File: config.mk
export PLATFORM = sky130hd
export DESIGN_NAME = privacy_header_value_parser
export DESIGN_NICKNAME = d
export VERILOG_FILES = /design/src/phvp_pkg.sv /design/src/privacy_header_value_parser.sv /design/src/phvp_match.sv
export SDC_FILE = /design/constraint.sdc
export NUM_CORES = 1
export LEC_CHECK = 0
export BUFFER_PORTS_ARGS = -buffer_cell sky130_fd_sc_hd__buf_4
export CORE_UTILIZATION = 45
export CTS_CLUSTER_DIAMETER = 100
export CTS_CLUSTER_SIZE = 12
export DETAILED_ROUTE_END_ITERATION = 8
export GPL_TIMING_DRIVEN = 0
export PLACE_DENSITY = 0.68
export REMOVE_ABC_BUFFERS = 1
export SLEW_MARGIN = 20
export SYNTH_ARGS = -nofsm -noshare
export SYNTH_HDL_FRONTEND = slang
export SYNTH_SLANG_ARGS = --single-unit
File: constraint.sdc
create_clock -name clk -period 4.7 [get_ports clk]
set_input_delay 0.235 -clock clk [delete_from_list [all_inputs] [get_ports clk]]
set_output_delay 0.235 -clock clk [all_outputs]
set_load 0.05 [all_outputs]
File: src/phvp_pkg.sv
// Shared types, codes and token tables for the Privacy header value parser.
// Used by phvp_match and privacy_header_value_parser; no dependencies.
package phvp_pkg;

  localparam int NUM_TOKENS = 7;

  // Parse phases.
  localparam logic [2:0] PH_LEAD  = 3'd0;
  localparam logic [2:0] PH_TOKEN = 3'd1;
  localparam logic [2:0] PH_DELIM = 3'd2;
  localparam logic [2:0] PH_POST  = 3'd3;
  localparam logic [2:0] PH_SEMI  = 3'd4;
  localparam logic [2:0] PH_ERR   = 3'd5;

  // Status codes.
  localparam logic [2:0] ST_OK      = 3'd0;
  localparam logic [2:0] ST_EMPTY   = 3'd1;
  localparam logic [2:0] ST_BADVAL  = 3'd2;
  localparam logic [2:0] ST_NOSEMI  = 3'd3;
  localparam logic [2:0] ST_NOAFTER = 3'd4;
  localparam logic [2:0] ST_MIXED   = 3'd5;

  // Token mask bits.
  localparam logic [NUM_TOKENS-1:0] ALL_TOKENS = 7'h7F;
  localparam logic [NUM_TOKENS-1:0] NONE_BIT   = 7'h10;

  localparam logic [7:0] CHR_SEMI = 8'h3B;
  localparam logic [7:0] CHR_NUL  = 8'h00;

  typedef logic [NUM_TOKENS-1:0] tok_mask_t;

  typedef struct packed {
    tok_mask_t live;
    tok_mask_t done;
  } match_t;

  // Length of each token in characters.
  function automatic logic [3:0] tok_len(input logic [2:0] idx);
    logic [3:0] len;
    case (idx)
      3'd0: len = 4'd8;
      3'd1: len = 4'd6;
      3'd2: len = 4'd7;
      3'd3: len = 4'd2;
      3'd4: len = 4'd4;
      3'd5: len = 4'd7;
      3'd6: len = 4'd4;
      default: len = 4'd0;
    endcase
    return len;
  endfunction

  // Character at position pos of a token, lower case. Only meaningful
  // when pos is below the token length.
  function automatic logic [7:0] tok_char(input logic [2:0] idx, input logic [2:0] pos);
    logic [63:0] text;
    logic [2:0]  sel;
    case (idx)
      3'd0: text = 64'("critical");
      3'd1: text = 64'("header");
      3'd2: text = 64'("history");
      3'd3: text = 64'("id");
      3'd4: text = 64'("none");
      3'd5: text = 64'("session");
      3'd6: text = 64'("user");
      default: text = '0;
    endcase
    // Strings are right aligned, so the first character sits highest.
    sel = 3'(tok_len(idx) - 4'd1 - {1'b0, pos});
    return text[{sel, 3'b000} +: 8];
  endfunction

  function automatic logic is_space(input logic [7:0] b);
    return (b == 8'h20) || (b == 8'h09) || (b == 8'h0D) || (b == 8'h0A);
  endfunction

endpackage

File: src/privacy_header_value_parser.sv
// Top level of the Privacy header value parser.
// Depends on phvp_pkg and phvp_match.
//
// The block takes a Privacy header body one byte per request, with the last
// byte flagged, and on the last byte delivers one result: a status code and a
// 7-bit mask of the tokens seen (critical, header, history, id, none, session,
// user). It takes a byte every cycle but for the stall below; the parse step
// for a byte is shallow compare logic from the byte port into the parse state
// registers. A body's result appears in an output register the cycle after
// its last byte is taken. While that result waits unread, no byte is taken;
// bytes are taken again from the cycle in which the result is read. Bytes
// that follow the first error up to the last byte are consumed and ignored.
module privacy_header_value_parser (
  input  logic       clk,
  input  logic       rst_n,
  input  logic       in_valid,
  output logic       in_ready,
  input  logic [7:0] in_text_byte,
  input  logic       in_last_byte,
  output logic       out_valid,
  input  logic       out_ready,
  output logic [2:0] out_status,
  output logic [6:0] out_privacy_bits
);
  import phvp_pkg::*;

  logic [2:0] phase_r, phase_nxt;
  tok_mask_t  cand_r, cand_nxt;
  logic [3:0] pos_r, pos_nxt;
  tok_mask_t  acc_r, acc_nxt;
  logic [2:0] err_r, err_nxt;

  logic       out_valid_r, out_valid_nxt;
  logic [2:0] out_status_r, out_status_nxt;
  tok_mask_t  out_bits_r, out_bits_nxt;

  match_t     match;
  logic       in_fire;
  logic       is_sp;
  logic       do_match;
  logic [2:0] step_phase;
  logic [2:0] step_err;
  tok_mask_t  step_cand;
  logic [3:0] step_pos;
  tok_mask_t  step_acc;
  logic [2:0] status;

  phvp_match u_match (
    .text_byte  (in_text_byte),
    .candidates (cand_r),
    .position   (pos_r),
    .result     (match)
  );

  assign in_ready = !out_valid_r || out_ready;
  assign in_fire  = in_valid && in_ready;
  assign is_sp    = is_space(in_text_byte);

  // Parse step for one byte.
  always_comb begin
    step_phase = phase_r;
    step_err   = err_r;
    step_cand  = cand_r;
    step_pos   = pos_r;
    step_acc   = acc_r;
    do_match   = 1'b0;
    case (phase_r)
      PH_LEAD, PH_SEMI: do_match = !is_sp;
      PH_TOKEN:         do_match = 1'b1;
      PH_DELIM: begin
        if (is_sp) begin
          step_phase = PH_POST;
        end else if (in_text_byte == CHR_SEMI) begin
          step_phase = PH_SEMI;
        end else if (in_text_byte == CHR_NUL) begin
          step_phase = PH_ERR;
          step_err   = ST_NOSEMI;
        end else begin
          step_phase = PH_ERR;
          step_err   = ST_BADVAL;
        end
      end
      PH_POST: begin
        if (in_text_byte == CHR_SEMI) begin
          step_phase = PH_SEMI;
        end else if (!is_sp) begin
          step_phase = PH_ERR;
          step_err   = ST_NOSEMI;
        end
      end
      default: ;
    endcase
    if (do_match) begin
      if (match.live == '0) begin
        step_phase = PH_ERR;
        step_err   = ST_BADVAL;
      end else if (match.done != '0) begin
        step_acc   = acc_r | match.done;
        step_cand  = ALL_TOKENS;
        step_pos   = 4'd0;
        step_phase = PH_DELIM;
      end else begin
        step_cand  = match.live;
        step_pos   = pos_r + 4'd1;
        step_phase = PH_TOKEN;
      end
    end
  end

  // Final status once the last byte has been folded in.
  always_comb begin
    case (step_phase)
      PH_ERR:   status = step_err;
      PH_LEAD:  status = ST_EMPTY;
      PH_TOKEN: status = ST_BADVAL;
      PH_SEMI:  status = ST_NOAFTER;
      default: begin
        if (((step_acc & NONE_BIT) != '0) && ((step_acc & ~NONE_BIT) != '0)) begin
          status = ST_MIXED;
        end else begin
          status = ST_OK;
        end
      end
    endcase
  end

  always_comb begin
    phase_nxt      = phase_r;
    cand_nxt       = cand_r;
    pos_nxt        = pos_r;
    acc_nxt        = acc_r;
    err_nxt        = err_r;
    out_valid_nxt  = out_valid_r && !out_ready;
    out_status_nxt = out_status_r;
    out_bits_nxt   = out_bits_r;
    if (in_fire) begin
      if (in_last_byte) begin
        phase_nxt      = PH_LEAD;
        cand_nxt       = ALL_TOKENS;
        pos_nxt        = 4'd0;
        acc_nxt        = '0;
        err_nxt        = ST_OK;
        out_valid_nxt  = 1'b1;
        out_status_nxt = status;
        out_bits_nxt   = (status == ST_OK) ? step_acc : '0;
      end else begin
        phase_nxt = step_phase;
        cand_nxt  = step_cand;
        pos_nxt   = step_pos;
        acc_nxt   = step_acc;
        err_nxt   = step_err;
      end
    end
  end

  always_ff @(posedge clk) begin
    if (!rst_n) begin
      phase_r     <= PH_LEAD;
      cand_r      <= ALL_TOKENS;
      pos_r       <= 4'd0;
      acc_r       <= '0;
      err_r       <= ST_OK;
      out_valid_r <= 1'b0;
    end else begin
      phase_r     <= phase_nxt;
      cand_r      <= cand_nxt;
      pos_r       <= pos_nxt;
      acc_r       <= acc_nxt;
      err_r       <= err_nxt;
      out_valid_r <= out_valid_nxt;
    end
  end

  always_ff @(posedge clk) begin
    out_status_r <= out_status_nxt;
    out_bits_r   <= out_bits_nxt;
  end

  assign out_valid        = out_valid_r;
  assign out_status       = out_status_r;
  assign out_privacy_bits = out_bits_r;

  // A failed body never reports any token bits.
  a_err_no_bits: assert property (@(posedge clk) disable iff (!rst_n)
    out_valid_r && (out_status_r != ST_OK) |-> (out_bits_r == '0))
    else $error("error result carries token bits");

  // The error phase always has a recorded error code.
  a_err_code: assert property (@(posedge clk) disable iff (!rst_n)
    (phase_r == PH_ERR) |-> (err_r != ST_OK))
    else $error("error phase without error code");

  // The token position never runs past the longest token.
  a_pos_range: assert property (@(posedge clk) disable iff (!rst_n)
    pos_r < 4'd8)
    else $error("token position out of range");

  // A body's last byte leaves the parser ready for a fresh body.
  a_restart: assert property (@(posedge clk) disable iff (!rst_n)
    in_fire && in_last_byte |=> (phase_r == PH_LEAD) && (pos_r == 4'd0) &&
    (acc_r == '0) && (cand_r == ALL_TOKENS) && out_valid_r)
    else $error("parser did not restart after last byte");

endmodule

File: src/phvp_match.sv
// Token matcher: compares one byte against every live token at the current
// position. Depends on phvp_pkg.
module phvp_match (
  input  logic [7:0]        text_byte,
  input  phvp_pkg::tok_mask_t candidates,
  input  logic [3:0]        position,
  output phvp_pkg::match_t  result
);
  import phvp_pkg::*;

  logic [7:0] lower;

  assign lower = (text_byte >= 8'h41 && text_byte <= 8'h5A) ? text_byte + 8'h20 : text_byte;

  always_comb begin
    result = '0;
    for (int i = 0; i < NUM_TOKENS; i++) begin
      if (candidates[i] && (position < tok_len(3'(i))) &&
          (tok_char(3'(i), position[2:0]) == lower)) begin
        result.live[i] = 1'b1;
        if (position + 4'd1 == tok_len(3'(i))) begin
          result.done[i] = 1'b1;
        end
      end
    end
  end

endmodule

---- Word level (Yosys, flattened, before mapping) ----
Cells that the tools add are included.
storage, ports and cells
  register bits after elaboration ......... 35
  bits of input ports ..................... 13
  output and inout bits ................... 12
operators by class
  add/sub/neg operators ................... 7
  $lt $le $gt $ge ......................... 7
  equality and inequality tests ........... 27
  shifts and indexed selects .............. 7
  multiplexer cells ....................... 64
  bitwise gates (word level) .............. 1
  reduce and logical (&&, ||, !) cells .... 36
operator list
  kind                       number
  $shiftx A64 B7 Y8 const A  7
  $eq A8 B8 Y1               7
  $mux W7                    8
  $mux W4                    11
  $mux W3                    14
  $eq A4 B4 Y1               7
  $mux W1                    25
  $eq A8 B4 Y1 const B       3
  $logic_and A1 B1 Y1        18
  $eq A8 B6 Y1 const B       2
  $reduce_bool A7 Y1         2
  $lt A4 B3 Y1 const B       3
  $pmux W3 S2                2
  $pmux W3 S4                1
  $eq A3 B3 Y1 const B       3
  $logic_not A3 Y1           3
  $sub A3 B3 Y3 const A      3
  $add A8 B6 Y8 const B      1
  $ge A8 B7 Y1 const B       1
  $le A8 B7 Y1 const B       1
  $logic_not A8 Y1           1
  $mux W8                    1
  $logic_not A7 Y1           1
  $or A7 B7 Y7               1
  other kinds (16)           23

---- Logic depth before layout (Yosys ltp) ----
  depth after elaboration ................. 18
  mapped depth ............................ 16
  depth with buffers taken out ............ 12

---- Hierarchy ----
A second synthesis with hierarchy kept.
unflattened totals
  cells, all modules ...................... 354
  area total of the unflattened synthesis .. 2899.0 um^2
modules (own cells, without submodules)
  module                       times used  cells each  area each (um^2)  seq. area each (um^2)
  privacy_header_value_parser  1           197         1764.2            800.8
  phvp_match                   1           157         1134.8            0.0

---- Worst setup path before layout ----
Ideal clock, no wire load.
  path type ............................... reg2reg
  start point ............................. register pos_r[0]
  end point ............................... register out_bits_r[0], in the netlist out_privacy_bits[0], data pin
  library setup time ...................... 0.255 ns
  arrival ................................. 3.287 ns
  data required time ...................... 4.445 ns
  path slack .............................. 1.158 ns
  stages on the path, launching flop included .. 14
  clock period less this slack ............ 3.542 ns
  cells stage by stage .................... dfxtp_1 -> clkbuf_1 -> inv_1 -> ha_1 -> clkbuf_1 -> nor3_1 -> o2111ai_1 -> a2111o_1 -> or4_4 -> o31ai_2 -> nor3_1 -> a211o_2 -> mux2i_4 -> o21ba_1
on the way
  cells in the longest elaborated chain, start to end .. 14
  elaborated cells on any way between the ends .. 87
  classes of those cells .................. 6 x add/sub; 5 x order compare; 17 x eq/ne; 7 x shift; 31 x mux; 1 x bitwise; 20 x reduce/logical
RTL lines
  item                                                line                                                                  text
  start: declaration                                  privacy_header_value_parser.sv:29                                     logic [3:0] pos_r, pos_nxt;
  start signal: assignment                            privacy_header_value_parser.sv:167                                    pos_r <= pos_nxt;
  $sub A3 B3 Y3, or another cell as far along         phvp_pkg.sv:69                                                        sel = 3'(tok_len(idx) - 4'd1 - {1'b0, pos});
  $shiftx A64 B7 Y8                                   phvp_pkg.sv:70                                                        return text[{sel, 3'b000} +: 8];
  $eq A8 B8 Y1                                        phvp_match.sv:19                                                      (tok_char(3'(i), position[2:0]) == lower)) begin
  $logic_and A1 B1 Y1                                 phvp_match.sv:18                                                      if (candidates[i] && (position < tok_len(3'(i))) &&
  $mux W1                                             phvp_match.sv:18
  $reduce_bool A7 Y1 or $or A7 B7 Y7 (tied branches)  privacy_header_value_parser.sv:97, privacy_header_value_parser.sv:98
  $mux W7                                             privacy_header_value_parser.sv:97                                     end else if (match.done != '0) begin
  $mux W7                                             privacy_header_value_parser.sv:94                                     if (match.live == '0) begin
  $mux W7                                             privacy_header_value_parser.sv:93                                     if (do_match) begin
  $reduce_bool A7 Y1                                  privacy_header_value_parser.sv:118                                    if (((step_acc & NONE_BIT) != '0) && ((step_acc & ~NONE_BIT) != '0)) begin
  $logic_and A1 B1 Y1                                 privacy_header_value_parser.sv:118
  $mux W3                                             privacy_header_value_parser.sv:118
  $pmux W3 S4                                         privacy_header_value_parser.sv:112                                    case (step_phase)
  $logic_not A3 Y1                                    privacy_header_value_parser.sv:145                                    out_bits_nxt = (status == ST_OK) ? step_acc : '0;
  end signal: assignment                              privacy_header_value_parser.sv:176                                    out_bits_r <= out_bits_nxt;
  end: declaration                                    privacy_header_value_parser.sv:35                                     tok_mask_t out_bits_r, out_bits_nxt;
Several ways; a longest one is shown, not always the timed one.
A chain may end at the register's enable or synchronous reset.

---- Worst setup path after layout ----
  start point ............................. register pos_r[1]
  end point ............................... register cand_r[2]
on the way
  cells in the longest elaborated chain, start to end .. 10
  elaborated cells on any way between the ends .. 75
  classes of those cells .................. 6 x add/sub; 5 x order compare; 15 x eq/ne; 7 x shift; 25 x mux; 17 x reduce/logical
RTL lines
  item                                         line                                text
  $sub A3 B3 Y3, or another cell as far along  phvp_pkg.sv:69
  $shiftx A64 B7 Y8                            phvp_pkg.sv:70
  $eq A8 B8 Y1                                 phvp_match.sv:19
  $logic_and A1 B1 Y1                          phvp_match.sv:18
  $mux W1                                      phvp_match.sv:18
  $reduce_bool A7 Y1                           privacy_header_value_parser.sv:97
  $mux W7                                      privacy_header_value_parser.sv:97
  $mux W7                                      privacy_header_value_parser.sv:94
  $mux W7                                      privacy_header_value_parser.sv:93
  $mux W7                                      privacy_header_value_parser.sv:137  if (in_last_byte) begin
  end signal: assignment                       privacy_header_value_parser.sv:166  cand_r <= cand_nxt;
  end: declaration                             privacy_header_value_parser.sv:28   tok_mask_t cand_r, cand_nxt;
Several ways; a longest one is shown, not always the timed one. The select of a mux whose other input is x is not followed.

==> run summary <==
critical-path cell list -> ha_1 > inv_1 > ha_2 > nor3b_1 > mux2i_1 > nand4_1 > nor4b_2 > nor2_1 > o221ai_2 > and2_1 > o21ai_2 > mux2_4
placer's final routability congestion estimate -> 0.899
type of the most critical hold path -> primary input to register
met3 Resource Use GR -> 0.0389
antenna diode count -> 0
asr flop ratio synth -> 0
die width -> 87.2 um
Reg2Reg Setup Slack -> 350 ps
count of standard-cell rows -> 30
cell family with the largest share of critical-path delay -> simple AND/OR/NAND/NOR gates
latest clock arrival within the worst-skew pair -> 290 ps
synthesized area per cell -> 8.38 um2
instance area at placement -> 3400 um2
TritonCTS clock tree -> yes
maximum fanout along the worst path -> 19
largest cells by area after synthesis -> sky130_fd_sc_hd__dfxtp_1 15%, sky130_fd_sc_hd__edfxtp_1 9.2%, sky130_fd_sc_hd__ha_1 5.7%
number of nets at the end of the flow -> 419
final core utilization -> 0.508
Crit path buffers/inverters -> 1
critical register-to-register path startpoint -> pos_r[1]$_SDFFE_PN0P_
final max-slew violation count -> 0
end of the worst register-to-register path -> cand_r[2]$_SDFFE_PN1P_
number of distinct library cell variants in the gate-level netlist after synthesis -> 78
Fmax -> 0.230 GHz
DIE HEIGHT -> 87.2 um
buffer type at the clock tree root -> sky130_fd_sc_hd__clkbuf_8
full die area -> 7600 um2
Hold Crit Endpoint -> phase_r[1]$_SDFFE_PN0P_
min Tclk post-route -> 4350 ps
endpoint type of the worst setup path -> register
post-route design area -> 3510 um2
prevailing post-synth register cell -> sky130_fd_sc_hd__dfxtp_1
ratio of total power to cell area -> 203 nW/um2
maximum VDD drop -> 0.000158 V
status -> finished, final reports clean
via count of the first global-routing pass -> 2824
Setup Fix Bufs, Post-CTS -> 0
global route hottest layer -> met2
number of buffers on the longest clock path -> 2
synthesis warning total -> 0
number of cells on the worst hold path -> 3
number of hold-slack violations in the final timing report -> 0
drt drc -> 0
met2 Resource Use GR -> 0.399
ports placed on the boundary -> 25
count of port buffers added during placement -> 24
RSZ-0062 raised after global routing -> no
pin count of the biggest net entering global routing -> 22
wire length reported by the detailed router -> 8.28 mm
number of clock buffers inserted by TritonCTS -> 5
worst setup path class -> register to register
leakage power figure -> 1.30 nW
GRT Residual Overflow -> 0
summed instance area of the synthesized netlist -> 3270 um2
total number of H-tree levels -> 2
post-route worst setup slack -> 354 ps
Seq/Total Area, Yosys -> 0.245
detailed placement HPWL -> 6.04 mm
final setup TNS -> 0 ps
met1 Resource Use GR -> 0.292
startpoint of the worst hold path -> rst_n
cell type of the slowest stage on the worst timing path -> sky130_fd_sc_hd__dfxtp_1
1st-pass router iterations -> 4
synthesis-to-layout area growth -> 7.47%
share of layout cells above drive strength 1 -> 0.166
Global Route Usage Sum -> 0.231
number of cell instances on the worst register-to-register path -> 12
max_slew headroom -> 0.502
library cell occupying the most area in the post-synthesis netlist -> sky130_fd_sc_hd__dfxtp_1
clk slew on worst S/H paths -> 70 ps
Seq cells post-synth -> 35
antenna violations before repair -> 0
average wire length per cell after detail routing -> 17.0 um
fraction of the cycle the final worst path needs -> 0.925
number of synthesized flops with an enable pin -> 10
share of the synthesized area in the top cell type -> 0.153
via density per instance -> 6.00
pin slew with the least headroom to its limit -> 746 ps
skew final -> 9.09 ps
drt initial violations -> 210
sort of element at the start of the critical path -> register
placeable core region -> 6910 um2
number of failing setup endpoints in the final timing report -> 0
final antenna-violating net count -> 0
overall via count from detail_route -> 2927
global-route wire length before repair -> 13.7 mm
Largest stage delay, worst path -> 600 ps
Required @ worst endpoint -> 4890 ps
gate count of the mapped netlist -> 390
number of sinks driven by the clock tree -> 35
Critical Path AT -> 4530 ps
count of max-cap constraint violations -> 0
Setup Slack @ Placement -> -113 ps
Initial Utilization -> 0.473
## cells in the final DEF, fill, tap and decap left out, types with 3 or more instances in the layout
| cell | n |
|---|---|
| sky130_fd_sc_hd__dfxtp_1 | 23 |
| sky130_fd_sc_hd__a31oi_1 | 10 |
| sky130_fd_sc_hd__a21boi_0 | 6 |
| sky130_fd_sc_hd__edfxtp_1 | 10 |
| sky130_fd_sc_hd__mux2i_1 | 15 |
| sky130_fd_sc_hd__xor2_1 | 6 |
| sky130_fd_sc_hd__a21o_1 | 3 |
| sky130_fd_sc_hd__ha_1 | 14 |
| sky130_fd_sc_hd__nand2b_1 | 13 |
| sky130_fd_sc_hd__a21oi_1 | 17 |
| sky130_fd_sc_hd__buf_4 | 24 |
| sky130_fd_sc_hd__nand3_1 | 8 |
| sky130_fd_sc_hd__nand2_1 | 26 |
| sky130_fd_sc_hd__nor2_1 | 39 |
| sky130_fd_sc_hd__o21ai_0 | 18 |
| sky130_fd_sc_hd__nor2b_1 | 13 |
| sky130_fd_sc_hd__clkbuf_8 | 6 |
| sky130_fd_sc_hd__nand4_1 | 3 |
| sky130_fd_sc_hd__or2_2 | 3 |
| sky130_fd_sc_hd__a211oi_1 | 5 |
| sky130_fd_sc_hd__or3_1 | 3 |
| sky130_fd_sc_hd__and3_1 | 7 |
| sky130_fd_sc_hd__xnor2_1 | 9 |
| sky130_fd_sc_hd__nor4_1 | 3 |
| sky130_fd_sc_hd__and2_1 | 5 |
| sky130_fd_sc_hd__mux2_2 | 4 |
| sky130_fd_sc_hd__o211ai_1 | 6 |
| sky130_fd_sc_hd__inv_1 | 14 |
| sky130_fd_sc_hd__nor3_1 | 14 |
## metrics by stage
stage | power, mW | instances | hold WS (ps)
floorplan | 0.435 | 360 | 341
global placement | 0.486 | 480 | 450
detailed placement | 0.490 | 480 | 458
CTS | 0.717 | 488 | 302
global route | 0.743 | 488 | 321
finish | 0.714 | 488 | 312
## what timing repair did
action | CTS | global route
endpoints found under the setup margin | 3 | 13
hold endpoints to repair | 0 | 0
hold buffers | 0 | 0
resized for setup | 2 | 3
## where the power goes
group	total (mW)	switching, mW	internal (mW)
clock	0.229	0.110	0.118
sequential	0.328	0.00899	0.319
combinational	0.157	0.0982	0.0590
## state kept, by name (all words and copies together), names as in the netlist
register and cells:
acc_r 7, cand_r 7, out_privacy_bits 7, pos_r 4, err_r 3, out_status 3, phase_r 3, out_valid 1
## metal layers
metal | wire length, um | part of all wire
met5 | 0 | 0
met4 | 112 | 0.014
met3 | 344 | 0.042
met2 | 4160 | 0.50
met1 | 3660 | 0.44
## worst reg2reg max path, delay by kind of cell, from the launching register on
family / cells / cell delay [ps]
AND/OR/NAND/NOR: 5 / 1360
adder cells (fa/ha/maj): 2 / 950
AO/OA/AOI/OAI: 2 / 610
flip-flops: 1 / 600
multiplexers: 2 / 600
buffers and inverters: 1 / 110
## cells by family after synthesis
logic type | after synthesis | synth area share
mux | 22 | 0.0758
flops | 35 | 0.245
buf+inv | 44 | 0.0663
fa+ha+maj | 15 | 0.0574
xor+xnor | 15 | 0.0402
simple gates | 159 | 0.267
compound gates | 100 | 0.249
## cell type report
cell class | instances | area (um2)
clock buffer | 7 | 86.3
timing repair buffer | 24 | 180
clock inverter | 1 | 5.00
multi-input combinational | 311 | 2260
sequential | 35 | 803
fill | 681 | 3400
inverter | 14 | 52.6
tap | 96 | 120
## synthesized netlist by cell type (4+ instances only)
library cell                n
sky130_fd_sc_hd__xor2_1     6
sky130_fd_sc_hd__clkbuf_1  13
sky130_fd_sc_hd__nand3_1    8
sky130_fd_sc_hd__and3_1     7
sky130_fd_sc_hd__ha_1      15
sky130_fd_sc_hd__a211oi_1   5
sky130_fd_sc_hd__nor3_1    14
sky130_fd_sc_hd__xnor2_1    9
sky130_fd_sc_hd__o211ai_1   6
sky130_fd_sc_hd__buf_4      5
sky130_fd_sc_hd__and2_1     5
sky130_fd_sc_hd__a21oi_1   17
sky130_fd_sc_hd__o21ai_0   18
sky130_fd_sc_hd__inv_1     14
sky130_fd_sc_hd__nand2_1   26
sky130_fd_sc_hd__dfxtp_1   25
sky130_fd_sc_hd__buf_2      8
sky130_fd_sc_hd__a31oi_1   10
sky130_fd_sc_hd__nand2b_1  13
sky130_fd_sc_hd__edfxtp_1  10
sky130_fd_sc_hd__nor2b_1   13
sky130_fd_sc_hd__mux2_2     4
sky130_fd_sc_hd__a21boi_0   6
sky130_fd_sc_hd__nor2_1    39
sky130_fd_sc_hd__mux2i_1   15
## worst max path at each step
| stage | to | slack (ps) | cells past startpoint | from |
|---|---|---|---|---|
| floorplan | cand_r[2]$_SDFFE_PN1P_ | 1010 | 12 | pos_r[0]$_SDFFE_PN0P_ |
| global placement | cand_r[2]$_SDFFE_PN1P_ | -60 | 11 | pos_r[2]$_SDFFE_PN0P_ |
| detailed placement | cand_r[2]$_SDFFE_PN1P_ | -110 | 12 | pos_r[0]$_SDFFE_PN0P_ |
| CTS | cand_r[2]$_SDFFE_PN1P_ | 150 | 12 | pos_r[0]$_SDFFE_PN0P_ |
| global route | cand_r[2]$_SDFFE_PN1P_ | 40 | 12 | pos_r[1]$_SDFFE_PN0P_ |
| finish | cand_r[2]$_SDFFE_PN1P_ | 350 | 12 | pos_r[1]$_SDFFE_PN0P_ |
No activity file was read; power rests on OpenSTA's default activity.
